## config.mk

```make
export PLATFORM = sky130hd
export DESIGN_NAME = bounded_deque_top
export DESIGN_NICKNAME = d
export VERILOG_FILES = /design/src/design/bdq_pkg.sv /design/src/design/bounded_deque_top.sv /design/src/design/bdq_ram.sv /design/src/design/bdq_datapath.sv /design/src/design/bdq_ctrl.sv
export SDC_FILE = /design/constraint.sdc
export NUM_CORES = 1
export LEC_CHECK = 0
export BUFFER_PORTS_ARGS = -buffer_cell sky130_fd_sc_hd__buf_2
export CAP_MARGIN = 20
export CORE_MARGIN = 2
export CORE_UTILIZATION = 40
export DETAILED_ROUTE_END_ITERATION = 16
export PLACE_DENSITY = 0.66
export SKIP_LAST_GASP = 1
export SYNTH_ARGS = -nofsm -noshare
export SYNTH_HDL_FRONTEND = slang
export SYNTH_SLANG_ARGS = --single-unit
export TNS_END_PERCENT = 10
```

## constraint.sdc

```tcl
create_clock -name clk -period 24.1 [get_ports clk]
set_input_delay 0 -clock clk [delete_from_list [all_inputs] [get_ports clk]]
set_output_delay 0 -clock clk [all_outputs]
set_load 0.01 [all_outputs]
```

## src/design/bdq_pkg.sv

```systemverilog
// ----------------------------------------------------------------------------
// bdq_pkg
// Types, codes and sizes shared by the bounded double-ended queue modules.
// ----------------------------------------------------------------------------
`default_nettype none

package bdq_pkg;

	localparam int DEPTH = 16;
	localparam int IDX_W = (DEPTH > 1) ? $clog2(DEPTH) : 1;
	localparam int CNT_W = $clog2(DEPTH + 1);

	typedef enum logic [2:0] {
		FN_PUSH_FRONT = 3'd0,
		FN_PUSH_REAR  = 3'd1,
		FN_POP_FRONT  = 3'd2,
		FN_POP_REAR   = 3'd3,
		FN_DUMP       = 3'd4
	} func_e_t;

	typedef enum logic [1:0] {
		STS_OK    = 2'd0,
		STS_EMPTY = 2'd1,
		STS_FULL  = 2'd2
	} status_t;

	typedef struct packed {
		logic        [2:0]  func;
		logic signed [31:0] item_value;
	} cmd_item_t;

	typedef struct packed {
		logic signed [31:0] data_value;
		logic        [1:0]  status;
		logic               last;
	} res_item_t;

	typedef enum logic [2:0] {
		OP_NONE,
		OP_PUSH_FRONT,
		OP_PUSH_REAR,
		OP_POP_FRONT,
		OP_POP_REAR,
		OP_DUMP_FIRST,
		OP_DUMP_NEXT
	} op_t;

	typedef enum logic [1:0] {
		OUT_HOLD,
		OUT_STATUS,
		OUT_DATA
	} out_sel_t;

	typedef struct packed {
		op_t      op;
		out_sel_t out_sel;
		status_t  status;
		logic     last;
	} dp_cmd_t;

	typedef struct packed {
		logic empty;
		logic full;
		logic dump_last;
	} dp_sts_t;

	typedef enum logic [2:0] {
		S_IDLE,
		S_RD_POP,
		S_RD_DUMP,
		S_OUT_LAST,
		S_OUT_MORE
	} state_t;

endpackage

`default_nettype wire

```

## src/design/bounded_deque_top.sv

```systemverilog
// ----------------------------------------------------------------------------
// bounded_deque_top
// Bounded double-ended queue of signed 32-bit items.
// ----------------------------------------------------------------------------
// The queue holds up to bdq_pkg::DEPTH items in a circular store and takes
// one command at a time: push front, push rear, pop front, pop rear or dump.
// A push, a full push or a pop or dump on an empty queue presents its single
// result in the cycle after the transfer. A pop presents the item after it
// passes the store's read register and the result register. A dump of N
// items presents N results, each read the same way once the previous one
// was taken, and marks the final one with last. The next command is taken
// in the cycle after the final result has been taken. The store needs no
// clearing after reset. Unused function codes are absorbed with no result.
`default_nettype none

module bounded_deque_top (
	input  wire logic                clk,
	input  wire logic                arst_n,
	input  wire logic                cmd_valid,
	output logic                     cmd_stall,
	input  wire bdq_pkg::cmd_item_t  cmd_data,
	output logic                     res_valid,
	input  wire logic                res_stall,
	output bdq_pkg::res_item_t       res_data
);

	bdq_pkg::dp_cmd_t dp_cmd;
	bdq_pkg::dp_sts_t dp_sts;

	bdq_ctrl u_ctrl (
		.clk      (clk),
		.arst_n   (arst_n),
		.cmd_valid(cmd_valid),
		.func     (cmd_data.func),
		.res_stall(res_stall),
		.sts      (dp_sts),
		.cmd_stall(cmd_stall),
		.res_valid(res_valid),
		.cmd      (dp_cmd)
	);

	bdq_datapath u_dp (
		.clk       (clk),
		.arst_n    (arst_n),
		.cmd       (dp_cmd),
		.item_value(cmd_data.item_value),
		.sts       (dp_sts),
		.res_data  (res_data)
	);

endmodule

`default_nettype wire

```

## src/design/bdq_ram.sv

```systemverilog
// ----------------------------------------------------------------------------
// bdq_ram
// Generic single-write, single-read memory with a registered read port.
// ----------------------------------------------------------------------------
`default_nettype none

module bdq_ram #(
	parameter int WIDTH = 32,
	parameter int DEPTH = 16
) (
	input  wire logic                                      clk,
	input  wire logic                                      we,
	input  wire logic [((DEPTH > 1) ? $clog2(DEPTH) : 1)-1:0] waddr,
	input  wire logic [WIDTH-1:0]                          wdata,
	input  wire logic                                      re,
	input  wire logic [((DEPTH > 1) ? $clog2(DEPTH) : 1)-1:0] raddr,
	output logic      [WIDTH-1:0]                          rdata
);

	logic [WIDTH-1:0] mem_q [DEPTH];
	logic [WIDTH-1:0] rdata_q;

	always_ff @(posedge clk) begin
		if (we) begin
			mem_q[waddr] <= wdata;
		end
		if (re) begin
			rdata_q <= mem_q[raddr];
		end
	end

	assign rdata = rdata_q;

endmodule

`default_nettype wire

```

## src/design/bdq_datapath.sv

```systemverilog
// ----------------------------------------------------------------------------
// bdq_datapath
// Front index, item count, dump offset, entry store and the result register.
// ----------------------------------------------------------------------------
`default_nettype none

module bdq_datapath (
	input  wire logic               clk,
	input  wire logic               arst_n,
	input  wire bdq_pkg::dp_cmd_t   cmd,
	input  wire logic signed [31:0] item_value,
	output bdq_pkg::dp_sts_t        sts,
	output bdq_pkg::res_item_t      res_data
);

	localparam int IW = bdq_pkg::IDX_W;
	localparam int CW = bdq_pkg::CNT_W;

	logic [IW-1:0] front_q;
	logic [CW-1:0] count_q;
	logic [IW-1:0] off_q;
	bdq_pkg::res_item_t res_q;

	logic [IW-1:0] front_dec;
	logic [IW-1:0] front_inc;
	logic [CW-1:0] off_next;
	logic          we;
	logic [IW-1:0] waddr;
	logic          re;
	logic [IW-1:0] raddr;
	logic [31:0]   rdata;

	function automatic logic [IW-1:0] slot(input logic [IW-1:0] base,
			input logic [CW-1:0] off);
		logic [CW:0] sum;
		sum = (CW+1)'(base) + (CW+1)'(off);
		if (sum >= (CW+1)'(bdq_pkg::DEPTH)) begin
			sum = sum - (CW+1)'(bdq_pkg::DEPTH);
		end
		return sum[IW-1:0];
	endfunction

	assign front_dec = (front_q == '0) ? IW'(bdq_pkg::DEPTH - 1) : front_q - IW'(1);
	assign front_inc = (front_q == IW'(bdq_pkg::DEPTH - 1)) ? '0 : front_q + IW'(1);
	assign off_next  = CW'(off_q) + CW'(1);

	always_comb begin
		we    = 1'b0;
		waddr = front_q;
		re    = 1'b0;
		raddr = front_q;
		unique case (cmd.op)
			bdq_pkg::OP_PUSH_FRONT: begin
				we    = 1'b1;
				waddr = front_dec;
			end
			bdq_pkg::OP_PUSH_REAR: begin
				we    = 1'b1;
				waddr = slot(front_q, count_q);
			end
			bdq_pkg::OP_POP_FRONT: begin
				re    = 1'b1;
				raddr = front_q;
			end
			bdq_pkg::OP_POP_REAR: begin
				re    = 1'b1;
				raddr = slot(front_q, count_q - CW'(1));
			end
			bdq_pkg::OP_DUMP_FIRST: begin
				re    = 1'b1;
				raddr = front_q;
			end
			bdq_pkg::OP_DUMP_NEXT: begin
				re    = 1'b1;
				raddr = slot(front_q, off_next);
			end
			default: begin
			end
		endcase
	end

	always_ff @(posedge clk or negedge arst_n) begin
		if (!arst_n) begin
			front_q <= '0;
			count_q <= '0;
			off_q   <= '0;
		end else begin
			unique case (cmd.op)
				bdq_pkg::OP_PUSH_FRONT: begin
					front_q <= front_dec;
					count_q <= count_q + CW'(1);
				end
				bdq_pkg::OP_PUSH_REAR: begin
					count_q <= count_q + CW'(1);
				end
				bdq_pkg::OP_POP_FRONT: begin
					front_q <= front_inc;
					count_q <= count_q - CW'(1);
				end
				bdq_pkg::OP_POP_REAR: begin
					count_q <= count_q - CW'(1);
				end
				bdq_pkg::OP_DUMP_FIRST: begin
					off_q <= '0;
				end
				bdq_pkg::OP_DUMP_NEXT: begin
					off_q <= off_next[IW-1:0];
				end
				default: begin
				end
			endcase
		end
	end

	always_ff @(posedge clk) begin
		unique case (cmd.out_sel)
			bdq_pkg::OUT_STATUS: begin
				res_q.data_value <= '0;
				res_q.status     <= cmd.status;
				res_q.last       <= 1'b1;
			end
			bdq_pkg::OUT_DATA: begin
				res_q.data_value <= rdata;
				res_q.status     <= bdq_pkg::STS_OK;
				res_q.last       <= cmd.last;
			end
			default: begin
			end
		endcase
	end

	bdq_ram #(
		.WIDTH(32),
		.DEPTH(bdq_pkg::DEPTH)
	) u_store (
		.clk  (clk),
		.we   (we),
		.waddr(waddr),
		.wdata(item_value),
		.re   (re),
		.raddr(raddr),
		.rdata(rdata)
	);

	assign sts.empty     = (count_q == '0);
	assign sts.full      = (count_q == CW'(bdq_pkg::DEPTH));
	assign sts.dump_last = (off_next == count_q);
	assign res_data      = res_q;

endmodule

`default_nettype wire

```

## src/design/bdq_ctrl.sv

```systemverilog
// ----------------------------------------------------------------------------
// bdq_ctrl
// Operation sequencer: decodes a command, steps reads and hands off results.
// ----------------------------------------------------------------------------
`default_nettype none

module bdq_ctrl (
	input  wire logic             clk,
	input  wire logic             arst_n,
	input  wire logic             cmd_valid,
	input  wire logic [2:0]       func,
	input  wire logic             res_stall,
	input  wire bdq_pkg::dp_sts_t sts,
	output logic                  cmd_stall,
	output logic                  res_valid,
	output bdq_pkg::dp_cmd_t      cmd
);

	bdq_pkg::state_t state_q;
	bdq_pkg::state_t state_d;

	always_ff @(posedge clk or negedge arst_n) begin
		if (!arst_n) begin
			state_q <= bdq_pkg::S_IDLE;
		end else begin
			state_q <= state_d;
		end
	end

	always_comb begin
		state_d     = state_q;
		cmd.op      = bdq_pkg::OP_NONE;
		cmd.out_sel = bdq_pkg::OUT_HOLD;
		cmd.status  = bdq_pkg::STS_OK;
		cmd.last    = 1'b1;
		cmd_stall   = 1'b1;
		res_valid   = 1'b0;
		unique case (state_q)
			bdq_pkg::S_IDLE: begin
				cmd_stall = 1'b0;
				if (cmd_valid) begin
					priority if (func == bdq_pkg::FN_PUSH_FRONT ||
							func == bdq_pkg::FN_PUSH_REAR) begin
						cmd.out_sel = bdq_pkg::OUT_STATUS;
						state_d     = bdq_pkg::S_OUT_LAST;
						if (sts.full) begin
							cmd.status = bdq_pkg::STS_FULL;
						end else if (func == bdq_pkg::FN_PUSH_FRONT) begin
							cmd.op = bdq_pkg::OP_PUSH_FRONT;
						end else begin
							cmd.op = bdq_pkg::OP_PUSH_REAR;
						end
					end else if (func == bdq_pkg::FN_POP_FRONT ||
							func == bdq_pkg::FN_POP_REAR ||
							func == bdq_pkg::FN_DUMP) begin
						if (sts.empty) begin
							cmd.out_sel = bdq_pkg::OUT_STATUS;
							cmd.status  = bdq_pkg::STS_EMPTY;
							state_d     = bdq_pkg::S_OUT_LAST;
						end else if (func == bdq_pkg::FN_POP_FRONT) begin
							cmd.op  = bdq_pkg::OP_POP_FRONT;
							state_d = bdq_pkg::S_RD_POP;
						end else if (func == bdq_pkg::FN_POP_REAR) begin
							cmd.op  = bdq_pkg::OP_POP_REAR;
							state_d = bdq_pkg::S_RD_POP;
						end else begin
							cmd.op  = bdq_pkg::OP_DUMP_FIRST;
							state_d = bdq_pkg::S_RD_DUMP;
						end
					end else begin
						state_d = bdq_pkg::S_IDLE;
					end
				end
			end
			bdq_pkg::S_RD_POP: begin
				cmd.out_sel = bdq_pkg::OUT_DATA;
				cmd.last    = 1'b1;
				state_d     = bdq_pkg::S_OUT_LAST;
			end
			bdq_pkg::S_RD_DUMP: begin
				cmd.out_sel = bdq_pkg::OUT_DATA;
				cmd.last    = sts.dump_last;
				state_d     = sts.dump_last ? bdq_pkg::S_OUT_LAST : bdq_pkg::S_OUT_MORE;
			end
			bdq_pkg::S_OUT_LAST: begin
				res_valid = 1'b1;
				if (!res_stall) begin
					state_d = bdq_pkg::S_IDLE;
				end
			end
			bdq_pkg::S_OUT_MORE: begin
				res_valid = 1'b1;
				if (!res_stall) begin
					cmd.op  = bdq_pkg::OP_DUMP_NEXT;
					state_d = bdq_pkg::S_RD_DUMP;
				end
			end
			default: begin
				state_d = bdq_pkg::S_IDLE;
			end
		endcase
	end

endmodule

`default_nettype wire

```

==> flow_metrics.env, run 1 <==
export IMPL_multi_input_area_um2=6310
export IMPL_initial_utilization_pct=40.5
export IMPL_cellPowerDensity_nw_per_um2=132
export IMPL_final_area_um2=28200
export IMPL_syn_inst=1677
export IMPL_synth_nets=1731
export IMPL_rr_startpoint="u_ctrl.state_q[0]"
export IMPL_syn_cell_area_um2=24600
export IMPL_wl_per_cell_um=24.8
export IMPL_synth_edf_count=579
export IMPL_die_area_um2=63400
export IMPL_yosysWarnings=0
export IMPL_clockBufferDepth=3
export IMPL_hpwl_um=30300
export IMPL_reg2reg_slack_ns=18.03
export IMPL_gp_congestion=0.829
export IMPL_synth_xor_area_share_pct=0.606
export IMPL_ff_latch_area_um2=17800
export IMPL_worstSkewPairLatency_ns=0.62
export IMPL_hold_class="primary input to flop"
export IMPL_fp_dieW_um=252
export IMPL_synth_top_family_by_area="compound AO/OA/AOI/OAI gates"
export IMPL_grt_pass1_vias=15200
export IMPL_core_um2=60600
export IMPL_holdPathStages=2
export IMPL_synth_compound_area_share_pct=17.2
export IMPL_cts_repair_resized=0
export IMPL_synth_top_cell_by_area="edfxtp_1"
export IMPL_irDropWorstVdd_v=0.000184
export IMPL_clock_skew_final_ns=0.0147
export IMPL_cp_arrival_ns=6.56
export IMPL_synth_top_area_share_pct=70.8
export IMPL_final_antenna_net_count=0
export IMPL_relSlewSlack_pct=21.5
export IMPL_nNetsFinal=1802
export IMPL_avgViaCountPerCell=6.00
export IMPL_drt_wl_total_um=63800
export IMPL_die_h_um=252
export IMPL_cts_reportedPaths_clkPinSlew_ns=0.06
export IMPL_netlist_top_cells_area="edfxtp_1 71%, a221oi_1 4.6%, a211oi_1 4.0%, o21a_1 3.9%, a21oi_1 3.0%"
export IMPL_worst_hold_path_endpoint="u_dp.u_store.mem_q[2][9]"
export IMPL_synth_mux_area_share_pct=0.188
export IMPL_via_count=15500
export IMPL_end_kind="flop"
export IMPL_setup_viol=0
export IMPL_worst_r2r_cell_count=13
export IMPL_placed_cell_area_um2=25800
export IMPL_io_buffers=75
export IMPL_antenna_found_initial=2
export IMPL_synthAdderAreaFrac_pct=0.825
export IMPL_drt_iter0_drc=1905
export IMPL_reg2reg_to="u_dp.u_store.rdata[13]"
export IMPL_cp_start_kind="flop"
export IMPL_first_pass_iters=6
export IMPL_fin_util_pct=46.6
export IMPL_min_period_ns=6.07
export IMPL_critPathMostFrequentCell="buf_4"
export IMPL_critPathBufInv=3
export IMPL_crit_fanout=57
export IMPL_tritoncts="done"
export IMPL_fill_cells=5220
export IMPL_synthDistinctLibCells=65
export IMPL_status="finished clean"
export IMPL_path_cells="or4b_2 > nand2_1 > o21ai_0 > ha_1 > xor2_4 > buf_4 > a21oi_1 > a22oi_2 > buf_4 > buf_4 > a21oi_1 > a211oi_1 > or4_1"
export IMPL_cts_root_buf="clkbuf_16"
export IMPL_yosysSeqAreaShare_pct=72.4
export IMPL_rsz0062_at_grt="false"
export IMPL_drive_above_1_share_pct=13.1
export IMPL_rows=90
export IMPL_cts_made_buffers=61
export IMPL_synth_seq_cells=595
export IMPL_grt_pass1_wl_um=94900
export IMPL_path_delay_family="buffers and inverters"
export IMPL_grt_usage_pct=19.8
export IMPL_yosysMostFrequentCell="edfxtp_1"
export IMPL_synth_simple_area_share_pct=6.02
export IMPL_tightest_slew_ns=1.18
export IMPL_hp_start="cmd_data[9]"
export IMPL_cpPeakStageDelay_ns=0.93
export IMPL_ios=76
export IMPL_tns_ns=0
export IMPL_synthFlopType="edfxtp_1"
export IMPL_layout_worst_path_cycle_share_pct=25.2
export IMPL_drc=0
export IMPL_cap_violations=0
export IMPL_async_flop_share_pct=2.69
export IMPL_leakage_nw=9.19
export IMPL_synth_common_cells="579 x edfxtp_1, 156 x nand2_1, 145 x a21oi_1, 131 x a211oi_1, 130 x a221oi_1"
export IMPL_avgSynthCellArea_um2=14.6
export IMPL_area_growth_pct=14.8
export IMPL_required_ns=24.58
export IMPL_maxSlewViolCount=0
export IMPL_clock_fmax_ghz=0.165
export IMPL_hold_viol_final=0
export IMPL_htreeDepth=2
export IMPL_clock_sinks=595
export IMPL_grt_ovfl_total=0
export IMPL_grt_max_degree=153
export IMPL_critPathKind="flop to flop"
export IMPL_cp_slowest_cell="a22oi_2"
[repair_timing]
item / in CTS / in global routing
endpoints found under the hold margin: 537 / 0
hold buffers: 42 / 0
setup endpoints to repair: 0 / 0
setup buffers: 0 / 0
[kinds of logic after synthesis]
logic type | count (synthesis)
simple gates | 298
fa+ha+maj | 15
flops | 595
mux | 4
xor+xnor | 17
compound gates | 592
buf+inv | 156
[cells in the final DEF, fill, tap and decap left out, types with 3 or more instances in the layout]
cell / instances
a211oi_1: 131
a21o_1: 4
a21oi_1: 145
a221oi_1: 130
a31oi_1: 6
and2_1: 33
buf_2: 75
buf_4: 33
bufinv_16: 9
clkbuf_1: 10
clkbuf_16: 62
clkinv_1: 12
clkinv_2: 10
clkinvlp_4: 3
dfrtp_1: 16
dlygate4sd3_1: 42
edfxtp_1: 579
ha_1: 13
inv_1: 12
nand2_1: 154
nand2b_1: 4
nand3_1: 6
nor2_1: 15
nor2_4: 12
nor2b_1: 3
nor3_1: 7
o21a_1: 128
o21ai_0: 19
o31ai_1: 3
or2_2: 3
or4_1: 35
xnor2_1: 10
xor2_1: 6
[state kept, by name, summed over array words and instances (netlist names)]
signal / count
u_dp.res_data: 35
u_dp.count_q: 5
u_dp.u_store.mem_q: 512
u_ctrl.state_q: 3
u_dp.u_store.rdata: 32
u_dp.off_q: 4
u_dp.front_q: 4
[worst max path at each step]
| stage | startpoint | end | slack [ns] | cells after the start |
|---|---|---|---|---|
| after floorplan | u_dp.count_q[1] | u_dp.u_store.mem_q[0][0] | 15.71 | 10 |
| after global placement | u_ctrl.state_q[0] | u_dp.u_store.rdata[18] | 18.31 | 16 |
| after detailed placement | u_ctrl.state_q[0] | u_dp.u_store.rdata[19] | 18.08 | 12 |
| after CTS | u_ctrl.state_q[0] | u_dp.u_store.rdata[13] | 18.04 | 12 |
| after global routing | u_ctrl.state_q[0] | u_dp.u_store.rdata[13] | 17.63 | 16 |
| final | u_ctrl.state_q[0] | u_dp.u_store.rdata[13] | 18.03 | 13 |
[report_power, final]
group,total (mW),switching (mW),internal [mW],leakage (nW)
Combinational,1.44,1.04,0.400,2.77
Clock,0.951,0.386,0.564,0.981
Sequential,1.34,0.0570,1.29,5.44
[stage by stage]
| step | setup WS, ns | hold slack (ns) | std cells | power [mW] |
|---|---|---|---|---|
| 6_report | 18.03 | 0.302 | 2578 | 3.73 |
| 5_1_grt | 17.63 | 0.313 | 2578 | 3.92 |
| 4_1_cts | 18.04 | 0.290 | 2577 | 3.75 |
| 3_5_place_dp | 18.08 | -0.0545 | 2425 | 2.79 |
| 3_3_place_gp | 18.31 | -0.0656 | 2425 | 2.76 |
| 2_1_floorplan | 15.71 | -0.296 | 1677 | 2.31 |
[cell type report]
type	count	area share [%]
diodes	1	0.00887
clock buffers	72	5.63
flip-flops and latches	595	63.1
well taps	782	3.47
inverters	13	0.173
clock inverters	38	1.53
multi-input cells	926	22.4
repair buffers	151	3.77
[layer usage]
metal / part of all wire, % / track usage, %
met5: 0.017 / 0
met2: 49 / 34.0
met1: 41 / 25.9
met3: 7.1 / 3.03
met4: 2.5 / 6.19
[worst register-to-register path: cells and delay by family (launching register included)]
family	cells	cell delay (ns)
compound gates	5	1.73
xor+xnor	1	0.15
buf+inv	3	2.00
fa+ha+maj	1	0.41
flops	1	0.50
simple gates	3	1.16
No activity file was read; power rests on OpenSTA's default activity.
==> run 2, diff against run 1 <==
- clock period: 24.1 -> 6.2 ns (I/O delays scaled with it)
==> run 2 against run 1 <==
- non-clock buffer count is 8 higher
- via count is 0.43% higher
- register-to-register slack worse by 17 ns
- combinational power grew to 4.0 times the previous value
- total power grew to 3.9 times the previous value
- sequential power grew to 3.9 times the previous value
- critical path depth is 3 lower
- largest power group unchanged
==> flow_metrics.env, run 2 (synthesis results as in run 1) <==
export IMPL_status="finished clean"
export IMPL_cts_root_buf="clkbuf_16"
export IMPL_intPower_mw=8.72
export IMPL_gp_congestion=0.861
export IMPL_grt_pass1_vias=15200
export IMPL_switching_power_mw=5.90
export IMPL_cp_slowest_cell="a221oi_1"
export IMPL_required_ns=6.51
export IMPL_maxSlewViolCount=0
export IMPL_tightest_slew_ns=1.15
export IMPL_power_frac_clock_pct=24.5
export IMPL_path_cells="inv_1 > ha_1 > or4b_1 > a2bb2oi_1 > a2111oi_2 > a31oi_1 > a221oi_1 > nand2_1 > nor2_4 > buf_4"
export IMPL_final_antenna_net_count=0
export IMPL_htreeDepth=2
export IMPL_clockBufferDepth=3
export IMPL_io_buffers=75
export IMPL_tritoncts="done"
export IMPL_largest_register_ffs=512
export IMPL_end_kind="flop"
export IMPL_hold_viol_final=0
export IMPL_grt_ovfl_total=0
export IMPL_cp_arrival_ns=5.59
export IMPL_area_growth_pct=15.5
export IMPL_placed_cell_area_um2=26000
export IMPL_rsz0062_at_grt="false"
export IMPL_top_register="u_dp.u_store.mem_q"
export IMPL_hold_class="primary input to flop"
export IMPL_antenna_cells=0
export IMPL_die_h_um=252
export IMPL_grt_pass1_wl_um=95900
export IMPL_cts_setup_buffers=0
export IMPL_antenna_found_initial=0
export IMPL_nNetsFinal=1808
export IMPL_fp_dieW_um=252
export IMPL_cp_start_kind="flop"
export IMPL_clock_fmax_ghz=0.189
export IMPL_clock_sinks=595
export IMPL_hpwl_um=34700
export IMPL_drt_wl_total_um=64100
export IMPL_cts_made_buffers=59
export IMPL_grt_max_degree=129
export IMPL_drc=0
export IMPL_cts_repair_resized=0
export IMPL_grt_usage_pct=20.0
export IMPL_leakage_nw=9.25
export IMPL_core_um2=60600
export IMPL_pwr_share_comb_pct=39.7
export IMPL_hold_worst_slack_ns=0.282
export IMPL_clock_skew_final_ns=0.0250
export IMPL_first_pass_iters=6
export IMPL_cap_violations=0
export IMPL_cellPowerDensity_nw_per_um2=516
export IMPL_layout_worst_path_cycle_share_pct=85.2
export IMPL_drt_iter0_drc=1724
export IMPL_netSwitchingFraction_pct=40.4
export IMPL_setup_viol=0
export IMPL_rows=90
export IMPL_die_area_um2=63400
export IMPL_irDropWorstVdd_v=0.00113
export IMPL_via_count=15500
export IMPL_ios=76
export IMPL_crit_fanout=18
export IMPL_initial_utilization_pct=40.5
export IMPL_p_total_mw=14.6
export IMPL_tns_ns=0
export IMPL_cpPeakStageDelay_ns=0.86
export IMPL_drive_above_1_share_pct=13.4
export IMPL_relSlewSlack_pct=23.3
export IMPL_final_common_cell="edfxtp_1"
export IMPL_wl_per_cell_um=24.8
export IMPL_critPathKind="flop to flop"
export IMPL_worstSkewPairLatency_ns=0.65
export IMPL_cts_reportedPaths_clkPinSlew_ns=0.06
export IMPL_fill_cells=5189
export IMPL_min_period_ns=5.28
export IMPL_seqPwrFrac_pct=35.8
export IMPL_avgViaCountPerCell=6.01
export IMPL_final_cell_mix="579 x edfxtp_1, 154 x nand2_1, 145 x a21oi_1, 131 x a211oi_1, 130 x a221oi_1"
export IMPL_final_area_um2=28400
[run 2: cell count changes in the layout (fill, tap and decap cells not counted), moves of 2 or more]
cell and change:
clkbuf_1 +6, clkinv_16 +2, clkbuf_16 -3, buf_4 -5
buf_12 +12, bufinv_16 -2, clkinv_2 +3, clkinv_1 -5
[run 2: power groups by stage]
stage | clock, mW | sequential (mW) | combinational (mW)
after floorplan | 0 | 5.25 | 3.73
after global placement | 0 | 5.31 | 5.63
final | 3.58 | 5.24 | 5.81
after detailed placement | 0 | 5.32 | 5.73
after global routing | 3.78 | 5.27 | 6.27
after CTS | 3.62 | 5.24 | 5.79
[run 2: path summary, 6_finish.rpt]
check	startpoint	endpoint	slack, ns	cells after the start
max	u_dp.count_q[1]	u_dp.u_store.mem_q[8][7]	0.92	10
min	cmd_data[22]	u_dp.u_store.mem_q[15][22]	0.28	2
max reg2reg	u_dp.count_q[1]	u_dp.u_store.mem_q[8][7]	0.92	10
min reg2reg	u_dp.u_store.rdata[6]	u_dp.res_data[9]	0.52	1
max in group asynchronous	arst_n	u_dp.count_q[3]	5.20	3
min in group asynchronous	arst_n	u_dp.count_q[4]	0.53	3
[run 2: metal layers]
layer / vias up / global-route usage, % / wire length, µm
li1: 6863 / - / -
met1: 7866 / 27.0 / 26700
met2: 698 / 32.9 / 31000
met3: 110 / 3.63 / 4740
met4: 0 / 6.46 / 1660
met5: - / 0 / 0
[run 2: final cells by class]
| class | instances | area (µm²) | share of cell area [%] |
|---|---|---|---|
| timing repair buffer | 159 | 1290 | 4.56 |
| clock inverter | 34 | 409 | 1.44 |
| sequential | 595 | 17800 | 62.7 |
| clock buffer | 75 | 1540 | 5.42 |
| multi-input combinational | 926 | 6320 | 22.3 |
| inverter | 13 | 48.8 | 0.172 |
| tap | 782 | 978 | 3.45 |
[run 2: what timing repair did]
item / 4_1_cts / 5_1_grt
endpoints found under the hold margin: 537 / 0
hold buffers: 42 / 0
endpoints found under the setup margin: 0 / 0
[run 2: critical path: cells and delay by family (launching register included)]
kind | cells | cell delay, ns
compound gates | 4 | 2.11
flops | 1 | 0.57
buf+inv | 2 | 0.62
simple gates | 3 | 1.38
fa+ha+maj | 1 | 0.25
[run 2: per-stage QoR]
stage	utilization, %	setup slack [ns]	std cells
6_report	46.8	0.919	2584
5_1_grt	46.8	0.629	2584
4_1_cts	46.8	1.00	2584
3_3_place_gp	42.7	1.12	2425
3_5_place_dp	42.9	1.04	2433
2_1_floorplan	-	0.00554	1677
